==> config.mk <==
export PLATFORM = sky130hd
export DESIGN_NAME = four_digit_seven_segment_driver_top
export DESIGN_NICKNAME = d
export VERILOG_FILES = /design/src/rtl/core/ssd_pkg.sv /design/src/rtl/core/ssd_in_stage.sv /design/src/rtl/core/ssd_core.sv /design/src/rtl/core/ssd_out_fifo.sv /design/src/rtl/core/four_digit_seven_segment_driver_top.sv
export SDC_FILE = /design/constraint.sdc
export NUM_CORES = 1
export LEC_CHECK = 0
export ABC_CLOCK_PERIOD_IN_PS = 6200
export BUFFER_PORTS_ARGS = -buffer_cell sky130_fd_sc_hd__buf_2
export CAP_MARGIN = 20
export CORE_UTILIZATION = 55
export CTS_CLUSTER_DIAMETER = 120
export DETAILED_ROUTE_END_ITERATION = 8
export PLACE_DENSITY = 0.76
export SLEW_MARGIN = 25
export SYNTH_ARGS = -nofsm -noshare
export SYNTH_HDL_FRONTEND = slang
export SYNTH_SLANG_ARGS = --single-unit
==> constraint.sdc <==
create_clock -name clk -period 6.2 [get_ports clk]
set_clock_uncertainty 0.2 [all_clocks]
set_input_delay 0 -clock clk [delete_from_list [all_inputs] [get_ports clk]]
set_output_delay 0 -clock clk [all_outputs]
set_load 0.05 [all_outputs]
==> src/rtl/core/ssd_pkg.sv <==
`timescale 1ns / 1ps
`default_nettype none

package ssd_pkg;

  localparam int DIGIT_COUNT = 4;
  localparam int DIGIT_W     = 2;
  localparam int TICK_W      = 17;
  localparam int LAG_W       = 16;
  localparam int ADDR_W      = 5;

  localparam logic [7:0]       PAT_ZERO  = 8'b0011_1111;
  localparam logic [7:0]       PAT_DASH  = 8'b0100_0000;
  localparam logic [7:0]       PAT_BLANK = 8'b0000_0000;
  localparam logic [7:0]       PAT_POINT = 8'b1000_0000;
  localparam logic [15:0]      MAX_SHOWN = 16'd9999;
  localparam logic [LAG_W-1:0] LAG_RESET = 16'd15000;

  // reciprocal multipliers, exact for values up to MAX_SHOWN
  localparam logic [12:0] RECIP_10   = 13'd6554;   // >> 16
  localparam logic [12:0] RECIP_100  = 13'd5243;   // >> 19
  localparam logic [14:0] RECIP_1000 = 15'd16778;  // >> 24

  // register indexes
  localparam logic [2:0] REG_REFRESH_LAG   = 3'd0;
  localparam logic [2:0] REG_DISPLAY_ON    = 3'd1;
  localparam logic [2:0] REG_SEG_ACT_LOW   = 3'd2;
  localparam logic [2:0] REG_DIGIT_EN_LVL  = 3'd3;
  localparam logic [2:0] REG_SCAN_RTL      = 3'd4;

  // item modes
  localparam logic MODE_SET  = 1'b0;
  localparam logic MODE_TICK = 1'b1;

  typedef struct packed {
    logic        mode;
    logic [15:0] value;
    logic [1:0]  point_position;
  } ssd_in_t;

  typedef struct packed {
    logic [7:0]             segment_lines;
    logic [DIGIT_COUNT-1:0] digit_enables;
    logic [DIGIT_W-1:0]     scan_index;
  } ssd_out_t;

  // input word plus its decimal quotients
  typedef struct packed {
    ssd_in_t     item;
    logic [9:0]  q10;
    logic [6:0]  q100;
    logic [3:0]  q1000;
  } ssd_stage_t;

  typedef struct packed {
    logic [LAG_W-1:0] refresh_lag;
    logic             display_on;
    logic             seg_active_low;
    logic             digit_en_level;
    logic             scan_rtl;
  } ssd_cfg_t;

  function automatic logic [7:0] glyph(input logic [3:0] d);
    logic [7:0] g;
    case (d)
      4'd0:    g = 8'h3F;
      4'd1:    g = 8'h06;
      4'd2:    g = 8'h5B;
      4'd3:    g = 8'h4F;
      4'd4:    g = 8'h66;
      4'd5:    g = 8'h6D;
      4'd6:    g = 8'h7D;
      4'd7:    g = 8'h07;
      4'd8:    g = 8'h7F;
      4'd9:    g = 8'h6F;
      default: g = PAT_BLANK;
    endcase
    return g;
  endfunction

endpackage

`default_nettype wire

==> src/rtl/core/ssd_in_stage.sv <==
`timescale 1ns / 1ps
`default_nettype none

module ssd_in_stage (
  input  wire logic                clk,
  input  wire logic                rst_n,
  input  wire logic                in_valid,
  output logic                     in_ready,
  input  wire ssd_pkg::ssd_in_t    in_data,
  input  wire logic                take,
  output logic                     stg_valid,
  output ssd_pkg::ssd_stage_t      stg_data
);

  logic                vld_r;
  ssd_pkg::ssd_stage_t word_r;
  ssd_pkg::ssd_stage_t word_nxt;
  logic [31:0]         p10;
  logic [31:0]         p100;
  logic [31:0]         p1000;
  logic                advance;

  // decimal quotients by reciprocal multiply, in parallel
  always_comb begin
    p10   = {16'd0, in_data.value} * {19'd0, ssd_pkg::RECIP_10};
    p100  = {16'd0, in_data.value} * {19'd0, ssd_pkg::RECIP_100};
    p1000 = {16'd0, in_data.value} * {17'd0, ssd_pkg::RECIP_1000};
    word_nxt.item  = in_data;
    word_nxt.q10   = p10[25:16];
    word_nxt.q100  = p100[25:19];
    word_nxt.q1000 = p1000[27:24];
  end

  assign advance  = !vld_r || take;
  assign in_ready = advance;

  // valid bit
  always_ff @(posedge clk) begin
    if (!rst_n) begin
      vld_r <= 1'b0;
    end else if (advance) begin
      vld_r <= in_valid;
    end
  end

  // word register
  always_ff @(posedge clk) begin
    if (advance && in_valid) begin
      word_r <= word_nxt;
    end
  end

  assign stg_valid = vld_r;
  assign stg_data  = word_r;

endmodule

`default_nettype wire

==> src/rtl/core/ssd_core.sv <==
`timescale 1ns / 1ps
`default_nettype none

module ssd_core (
  input  wire logic                clk,
  input  wire logic                rst_n,
  input  wire ssd_pkg::ssd_cfg_t   cfg,
  input  wire logic                go,
  input  wire ssd_pkg::ssd_stage_t stg_data,
  output logic                     res_push,
  output ssd_pkg::ssd_out_t        res_data
);

  localparam int ND = ssd_pkg::DIGIT_COUNT;
  localparam int DW = ssd_pkg::DIGIT_W;
  localparam int TW = ssd_pkg::TICK_W;

  logic [7:0]    pat_r [ND];
  logic [7:0]    pat_nxt [ND];
  logic [TW-1:0] tick_r;
  logic [TW-1:0] tick_nxt;
  logic [DW-1:0] step_r;
  logic [DW-1:0] step_nxt;

  logic [3:0]    dig [ND];
  logic [7:0]    q100_x10;
  logic [7:0]    q1000_x10;
  logic [10:0]   q10_x10;
  logic [7:0]    raw [ND];
  logic          is_set;
  logic          is_tick;
  logic          fire;
  logic [TW-1:0] tick_inc;
  logic [DW-1:0] digit;
  logic [ND-1:0] onehot;

  assign is_set  = go && (stg_data.item.mode == ssd_pkg::MODE_SET);
  assign is_tick = go && (stg_data.item.mode == ssd_pkg::MODE_TICK);

  // digits from quotients: remainder by shift-add times ten
  always_comb begin
    q1000_x10 = {1'b0, stg_data.q1000, 3'd0} + {3'd0, stg_data.q1000, 1'b0};
    q100_x10  = {stg_data.q100, 1'b0} + {stg_data.q100[4:0], 3'd0};
    q10_x10   = {stg_data.q10, 1'b0} + {stg_data.q10[7:0], 3'd0};
    dig[3]    = stg_data.q1000;
    dig[2]    = 4'({1'b0, stg_data.q100} - q1000_x10);
    dig[1]    = 4'(stg_data.q10[7:0] - q100_x10);
    dig[0]    = 4'(stg_data.item.value[10:0] - q10_x10);
  end

  // glyphs, leading zero blanking, point, dashes, polarity
  always_comb begin
    for (int d = 0; d < ND; d++) begin
      raw[d] = ssd_pkg::glyph(dig[d]);
    end
    if (stg_data.item.point_position == 2'd0) begin
      if (dig[3] == 4'd0) begin
        raw[3] = ssd_pkg::PAT_BLANK;
        if (dig[2] == 4'd0) begin
          raw[2] = ssd_pkg::PAT_BLANK;
          if (dig[1] == 4'd0) begin
            raw[1] = ssd_pkg::PAT_BLANK;
          end
        end
      end
    end else begin
      raw[stg_data.item.point_position] = raw[stg_data.item.point_position] |
                                          ssd_pkg::PAT_POINT;
    end
    if (stg_data.item.value > ssd_pkg::MAX_SHOWN) begin
      for (int d = 0; d < ND; d++) begin
        raw[d] = ssd_pkg::PAT_DASH;
      end
    end
    for (int d = 0; d < ND; d++) begin
      pat_nxt[d] = cfg.seg_active_low ? ~raw[d] : raw[d];
    end
  end

  // prescaler and scan
  always_comb begin
    tick_inc = tick_r + 1'b1;
    fire     = tick_inc > {1'b0, cfg.refresh_lag};
    tick_nxt = fire ? '0 : tick_inc;
    digit    = cfg.scan_rtl ? step_r : ~step_r;
    onehot   = ND'(1) << digit;
    step_nxt = step_r + 1'b1;
  end

  assign res_push = is_tick && fire && cfg.display_on;

  always_comb begin
    res_data.segment_lines = pat_r[digit];
    res_data.digit_enables = cfg.digit_en_level ? onehot : ~onehot;
    res_data.scan_index    = digit;
  end

  // state registers
  always_ff @(posedge clk) begin
    if (!rst_n) begin
      tick_r <= '0;
      step_r <= '0;
      for (int d = 0; d < ND; d++) begin
        pat_r[d] <= '0;
      end
    end else begin
      if (is_set) begin
        for (int d = 0; d < ND; d++) begin
          pat_r[d] <= pat_nxt[d];
        end
      end
      if (is_tick) begin
        tick_r <= tick_nxt;
      end
      if (res_push) begin
        step_r <= step_nxt;
      end
    end
  end

endmodule

`default_nettype wire

==> src/rtl/core/ssd_out_fifo.sv <==
`timescale 1ns / 1ps
`default_nettype none

module ssd_out_fifo (
  input  wire logic              clk,
  input  wire logic              rst_n,
  input  wire logic              push,
  input  wire ssd_pkg::ssd_out_t push_data,
  output logic                   space,
  output logic                   out_valid,
  input  wire logic              out_ready,
  output ssd_pkg::ssd_out_t      out_data
);

  logic [1:0]        cnt_r;
  logic [1:0]        cnt_nxt;
  ssd_pkg::ssd_out_t head_r;
  ssd_pkg::ssd_out_t tail_r;
  logic              pop;

  assign pop       = (cnt_r != 2'd0) && out_ready;
  assign space     = (cnt_r != 2'd2) || pop;
  assign out_valid = (cnt_r != 2'd0);
  assign out_data  = head_r;

  // occupancy
  always_comb begin
    cnt_nxt = cnt_r;
    if (push && !pop) begin
      cnt_nxt = cnt_r + 1'b1;
    end else if (pop && !push) begin
      cnt_nxt = cnt_r - 1'b1;
    end
  end

  always_ff @(posedge clk) begin
    if (!rst_n) begin
      cnt_r <= 2'd0;
    end else begin
      cnt_r <= cnt_nxt;
    end
  end

  // two-word skid storage, head always at the output
  always_ff @(posedge clk) begin
    case (cnt_r)
      2'd0: begin
        if (push) begin
          head_r <= push_data;
        end
      end
      2'd1: begin
        if (push && pop) begin
          head_r <= push_data;
        end else if (push) begin
          tail_r <= push_data;
        end
      end
      2'd2: begin
        if (pop) begin
          head_r <= tail_r;
          if (push) begin
            tail_r <= push_data;
          end
        end
      end
      default: begin
        head_r <= head_r;
      end
    endcase
  end

endmodule

`default_nettype wire

==> src/rtl/core/four_digit_seven_segment_driver_top.sv <==
`timescale 1ns / 1ps
`default_nettype none

// Four-digit multiplexed seven-segment driver. A set word (mode 0) converts
// value and point_position into four segment patterns and stores them; it
// gives no output. A tick word (mode 1) steps the refresh prescaler, and when
// the count passes refresh_lag with the display on, one output word carries
// the pattern, digit enables and index of the next scanned digit. One word is
// taken every cycle while the output buffer has room; a word is held in the
// input register while the conversion and scan logic works on it, and its
// result is then loaded into the output buffer, which raises out_valid.
// A two-word output buffer lets input continue while a result waits; input
// stalls only when that buffer is full.
// Registers (APB, 4-byte spacing): 0 refresh_lag, 1 display_on,
// 2 segments_active_low, 3 digit_enable_level, 4 scan_right_to_left.
// Segment polarity is applied when patterns are stored, not when they are shown.
module four_digit_seven_segment_driver_top (
  input  wire logic                         clk,
  input  wire logic                         rst_n,
  input  wire logic                         in_valid,
  output logic                              in_ready,
  input  wire ssd_pkg::ssd_in_t             in_data,
  output logic                              out_valid,
  input  wire logic                         out_ready,
  output ssd_pkg::ssd_out_t                 out_data,
  input  wire logic                         psel,
  input  wire logic                         penable,
  input  wire logic                         pwrite,
  input  wire logic [ssd_pkg::ADDR_W-1:0]   paddr,
  input  wire logic [31:0]                  pwdata,
  output logic [31:0]                       prdata,
  output logic                              pready
);

  ssd_pkg::ssd_cfg_t   cfg_r;
  ssd_pkg::ssd_stage_t stg_data;
  ssd_pkg::ssd_out_t   res_data;
  logic                stg_valid;
  logic                space;
  logic                go;
  logic                res_push;
  logic                wr_en;
  logic [2:0]          reg_idx;

  assign pready  = 1'b1;
  assign wr_en   = psel && penable && pwrite;
  assign reg_idx = paddr[4:2];

  // configuration registers
  always_ff @(posedge clk) begin
    if (!rst_n) begin
      cfg_r.refresh_lag    <= ssd_pkg::LAG_RESET;
      cfg_r.display_on     <= 1'b1;
      cfg_r.seg_active_low <= 1'b0;
      cfg_r.digit_en_level <= 1'b1;
      cfg_r.scan_rtl       <= 1'b0;
    end else if (wr_en) begin
      case (reg_idx)
        ssd_pkg::REG_REFRESH_LAG:  cfg_r.refresh_lag    <= pwdata[15:0];
        ssd_pkg::REG_DISPLAY_ON:   cfg_r.display_on     <= pwdata[0];
        ssd_pkg::REG_SEG_ACT_LOW:  cfg_r.seg_active_low <= pwdata[0];
        ssd_pkg::REG_DIGIT_EN_LVL: cfg_r.digit_en_level <= pwdata[0];
        ssd_pkg::REG_SCAN_RTL:     cfg_r.scan_rtl       <= pwdata[0];
        default: begin
          cfg_r <= cfg_r;
        end
      endcase
    end
  end

  // register readback
  always_comb begin
    case (reg_idx)
      ssd_pkg::REG_REFRESH_LAG:  prdata = {16'd0, cfg_r.refresh_lag};
      ssd_pkg::REG_DISPLAY_ON:   prdata = {31'd0, cfg_r.display_on};
      ssd_pkg::REG_SEG_ACT_LOW:  prdata = {31'd0, cfg_r.seg_active_low};
      ssd_pkg::REG_DIGIT_EN_LVL: prdata = {31'd0, cfg_r.digit_en_level};
      ssd_pkg::REG_SCAN_RTL:     prdata = {31'd0, cfg_r.scan_rtl};
      default:                   prdata = 32'd0;
    endcase
  end

  assign go = stg_valid && space;

  ssd_in_stage u_in (
    .clk       (clk),
    .rst_n     (rst_n),
    .in_valid  (in_valid),
    .in_ready  (in_ready),
    .in_data   (in_data),
    .take      (space),
    .stg_valid (stg_valid),
    .stg_data  (stg_data)
  );

  ssd_core u_core (
    .clk      (clk),
    .rst_n    (rst_n),
    .cfg      (cfg_r),
    .go       (go),
    .stg_data (stg_data),
    .res_push (res_push),
    .res_data (res_data)
  );

  ssd_out_fifo u_fifo (
    .clk       (clk),
    .rst_n     (rst_n),
    .push      (res_push),
    .push_data (res_data),
    .space     (space),
    .out_valid (out_valid),
    .out_ready (out_ready),
    .out_data  (out_data)
  );

  // exactly one digit differs from the others
  a_one_digit: assert property (@(posedge clk) disable iff (!rst_n)
    out_valid |-> ($onehot(out_data.digit_enables) || $onehot(~out_data.digit_enables)))
    else $error("digit enables not one-hot");

  // input stalls only behind a waiting result
  a_stall_cause: assert property (@(posedge clk) disable iff (!rst_n)
    !in_ready |-> out_valid)
    else $error("input stalled with no result pending");

  // driven digit matches its enable bit
  a_index_match: assert property (@(posedge clk) disable iff (!rst_n)
    out_valid |-> ($countones(out_data.digit_enables) == 1) ==
                  out_data.digit_enables[out_data.scan_index])
    else $error("scan index does not match digit enables");

  // output buffer empty after reset
  a_reset_empty: assert property (@(posedge clk)
    rst_n && $past(!rst_n) |-> !out_valid)
    else $error("result present right after reset");

endmodule

`default_nettype wire

==> results by stage <==
GRT:
- The total track usage is roughly 25%.
- The number of global-route vias before repair came to roughly 11000.
- The total overflow left after global routing is 0.
- The routing usage on met1 is between 20% and 30%.
- The initial antenna violation count is 0.
- The peak-usage layer in the global routing report is met2.
- Entering global routing, the biggest net connects 59 pins.
- The first-pass GRT wire length is 55900 um.
- For this run, global-route usage on met3 was measured as about 4.2%.
- In the global route stage, met2 resource usage came out at a little under half.

Timing:
- Setup repair after global routing left no endpoint under its margin.
- The measured slew at the worst slew-check pin is between 1000 and 1500 ps.
- The hold violation total from the final report came to 0.
- Timing would allow up to between 150 and 200 MHz.
- The setup TNS after final layout is 0 ps.
- Setup violations remaining at the end of the flow were counted as 0.
- The final count of pins violating max slew is 0.
- The worst slack on hold paths is 68.2 ps.
- The worst pin sits at a relative slew slack of 31.6%.
- The routed design could run at a clock period as short as approximately 5800 ps.
- Of the available clock period, the critical path in the final layout requires between 90 and 100%.

Drt:
- The via count normalized by instance count is 5.36.
- After detailed routing, the number of remaining DRC violations is 0.
- The post-detailed-route count of antenna-violating nets is 0.
- Across all layers, the routed design uses around 11000 vias.
- The detailed router finished its first iteration with 602 violations.
- Summed over all layers, the routed wires come to about 34000 um.
- Before antenna repair, the detailed router went through 5 iterations.
- The detail-routed net length per standard cell is around 17 um.

Worst setup path:
- The required time at the worst-slack endpoint is 6340 ps.
- The category of the worst setup path launch point is an input port.
- The worst setup path is captured at a flop.
- The largest fanout of any net on the critical path is 12.
- The largest single stage delay on the critical path is 570 ps.
- Among the stages of the critical path, the cell type that occurs most often is sky130_fd_sc_hd__ha_1.
- The standard cell with the maximum stage delay on the critical path is sky130_fd_sc_hd__dlygate4sd3_1.
- Walking the worst path, the cells encountered are dlygate4sd3_1 > buf_2 > ha_1 > ha_1 > ha_1 > fa_1 > inv_1 > fa_1 > fa_1 > inv_1 > ha_1 > inv_1 > nor3_4 > nand2_1 > o311ai_1 > xor2_1 > mux2i_4 > inv_1 > ha_1 > mux2_2 > a211oi_2.
- The critical path is of the input port to flop type.
- The data arrival time of the critical path is between 5000 and 6000 ps.

Finish:
- The synthesis-to-finish area growth is 14.4%.
- 0 antenna diodes ended up in the layout.
- The cell area after layout is 0.0176 mm^2.
- The final layout contains around 2100 nets.
- The post-route netlist has about a tenth of its cells at a drive strength greater than 1.

Logic synthesis:
- The register area share after synthesis is 24.1%.
- The cell area that synthesis handed to floorplanning was 0.0154 mm^2.
- The simple-gate share of the synthesized area is 9.08%.
- The flip-flop and latch count after synthesis is 140.
- The per-instance average area after synthesis is 10.2 um^2.
- Among all flip-flop cells after synthesis, the most frequent one is sky130_fd_sc_hd__edfxtp_1.
- The number of instances in the synthesized netlist is between 1500 and 2000.
- The synthesized netlist devotes 5.33% of its cell area to XOR and XNOR gates.
- The post-synthesis adder-cell area fraction is 40.5%.
- Yosys mapped a number of flops with a built-in enable equal to 91.
- The combinational family with the most area after synthesis is adder cells.
- The share of the synthesized area in compound gates (AO/OA/AOI/OAI) is 8.33%.
- Yosys printed 0 warnings.
- The async set-or-reset flop fraction in the synthesized netlist is 0%.
- After synthesis, the share of cell area in mux cells is 3.33%.
- The number of library cell types mapped by synthesis is 73.

Clocking:
- Counting every sink on the clock net gives 140.
- Clock latency on the worst-skew pair, taken at its later pin, is 420 ps.
- TritonCTS created 17 clock buffers.
- The clock root buffer master is sky130_fd_sc_hd__clkbuf_16.
- The maximum count of clock buffers along a single path is 2.
- The maximum level of the CTS H-tree is 4.
- TritonCTS built the clock tree.
- The number of post-CTS setup repair buffers is 0.
- After clock tree synthesis, the clock-pin slew on the worst setup and hold paths is 70 ps.

Placement:
- The wire-length estimate of the detail-placed layout is 25200 um.
- At the end of routability-driven placement, the weighted congestion stood at 0.904.
- Buffers placed on the I/O ports in this run total 76.
- Summing all placed instances gives a cell area of 0.0162 mm^2.

Power and ir drop:
- Power spread over the standard cell area amounts to 348 mW/mm^2.
- The total power after layout is slightly above 6 mW.
- The largest vdd supply drop is approximately 0.23 mV.
- The leakage component of the power is 8.50 nW.

Min path:
- The type of the tightest min-delay check is input port to flop.

Floorplan:
- The die covers 0.0287 mm^2.
- The x dimension of the die is between 150 and 200 um.
- The overall die height is 169 um.
- The initialized floorplan defines 60 standard-cell rows.
- In this run the count of I/O pins placed on the die edge is 112.
- The floorplan core area is 0.0273 mm^2.
- The starting density of the core is 56.6%.

Run:
- The max-capacitance violation count is 0.

Status:
- The flow ran to the end, and the final reports show no timing, DRC or antenna violations.
==> through the flow <==
stage               util, %  std cells  worst slack, ps
floorplan                 -       1528              985
global placement       59.5       1944              442
detailed placement     59.5       1944              300
CTS                    64.6       2056              218
global route           64.7       2056             93.2
finish                 64.7       2056              375
==> report_power, final <==
group	internal (mW)	switching, mW	total (mW)	leakage (nW)
combinational	1.64	2.29	3.93	6.91
sequential	1.14	0.0561	1.20	1.29
clock	0.547	0.467	1.01	0.297
==> placed cells by master (no fill, tap or decap), drive strengths merged, types with 13 or more instances in the layout <==
cell	count
conb	17
a21oi	44
dfxtp	49
inv	322
o21ai	35
and2	21
dlygate4sd3	80
nand2	82
mux2	16
xnor2	56
mux2i	13
fa	146
ha	265
edfxtp	91
nor2	68
xor2	37
nand3	33
buf	93
clkbuf	17
==> synth_stat cells, types with 7 or more instances <==
master	count	area (um^2)
sky130_fd_sc_hd__inv_1	314	1180
sky130_fd_sc_hd__ha_1	265	3320
sky130_fd_sc_hd__fa_1	146	2920
sky130_fd_sc_hd__edfxtp_1	91	2730
sky130_fd_sc_hd__nand2_1	81	304
sky130_fd_sc_hd__nor2_1	66	248
sky130_fd_sc_hd__xnor2_1	55	482
sky130_fd_sc_hd__dfxtp_1	49	981
sky130_fd_sc_hd__a21oi_1	44	220
sky130_fd_sc_hd__xor2_1	37	324
sky130_fd_sc_hd__o21ai_0	34	170
sky130_fd_sc_hd__nand3_1	33	165
sky130_fd_sc_hd__clkbuf_1	24	90.1
sky130_fd_sc_hd__and2_1	21	131
sky130_fd_sc_hd__buf_4	18	135
sky130_fd_sc_hd__mux2_2	16	180
sky130_fd_sc_hd__mux2i_1	13	130
sky130_fd_sc_hd__o211ai_1	12	90.1
sky130_fd_sc_hd__a21o_1	11	82.6
sky130_fd_sc_hd__nor3_1	11	55.1
sky130_fd_sc_hd__a21boi_0	10	75.1
sky130_fd_sc_hd__and3_1	10	62.6
sky130_fd_sc_hd__nand2b_1	10	62.6
sky130_fd_sc_hd__a32o_1	9	90.1
sky130_fd_sc_hd__mux4_2	9	203
sky130_fd_sc_hd__nor2b_1	9	56.3
sky130_fd_sc_hd__a211oi_1	8	60.1
sky130_fd_sc_hd__a31oi_1	8	50.1
sky130_fd_sc_hd__nand4_1	7	43.8
==> cells by family after synthesis <==
| logic type | Yosys count |
|---|---|
| AO/OA/AOI/OAI | 182 |
| XOR/XNOR | 93 |
| other | 2 |
| flip-flops | 140 |
| buffers and inverters | 365 |
| multiplexers | 38 |
| AND/OR/NAND/NOR | 282 |
| adder cells (fa/ha/maj) | 411 |
==> cell type report <==
class	instances	area (um^2)
multi-input cells	1023	10300
fillers	2052	9620
flip-flops and latches	140	3710
repair buffers	173	1310
inverters	316	1190
well taps	372	465
clock buffers	17	425
clock inverters	15	186
==> worst max-delay path: cells and delay by family <==
kind | cells | cell delay [ps]
buffers and inverters | 6 | 1250
XOR/XNOR | 1 | 190
AO/OA/AOI/OAI | 2 | 500
AND/OR/NAND/NOR | 2 | 410
adder cells (fa/ha/maj) | 8 | 3080
multiplexers | 2 | 540
==> registers in the layout, indices dropped and copies added (netlist names), named ones only <==
register and flops:
u_core.step_r 2, u_fifo.cnt_r 2, u_fifo.tail_r 14, u_in.stg_data 31, u_core.tick_r 17, cfg_r 20
u_in.stg_valid 1, u_core.pat_r 32, u_fifo.out_data 14
==> worst paths after layout <==
check,from,end,slack (ps),cells after the start
setup / recovery,in_data[11],flop,380,21
setup reg to reg,u_core.tick_r[4]$_SDFFE_PN0P_,u_fifo.tail_r[8]$_DFFE_PP_,1680,19
hold reg to reg,u_core.tick_r[1]$_SDFFE_PN0P_,u_core.tick_r[1]$_SDFFE_PN0P_,300,1
hold / removal,out_ready,u_fifo.cnt_r[0]$_SDFFE_PN0P_,70,5
==> per-layer routing <==
layer / part of all wire [%] / routed length (um)
met1: 41 / 14100
met2: 51 / 17200
met3: 4.9 / 1680
met4: 3.0 / 1040
met5: 0 / 0
==> repair_timing <==
| item | CTS | global route |
|---|---|---|
| hold buffers | 80 | 0 |
| hold endpoints to repair | 44 | 0 |
| gates resized for setup | 0 | 2 |
| endpoints found under the setup margin | 0 | 3 |
No activity file was read; power rests on OpenSTA's default activity.
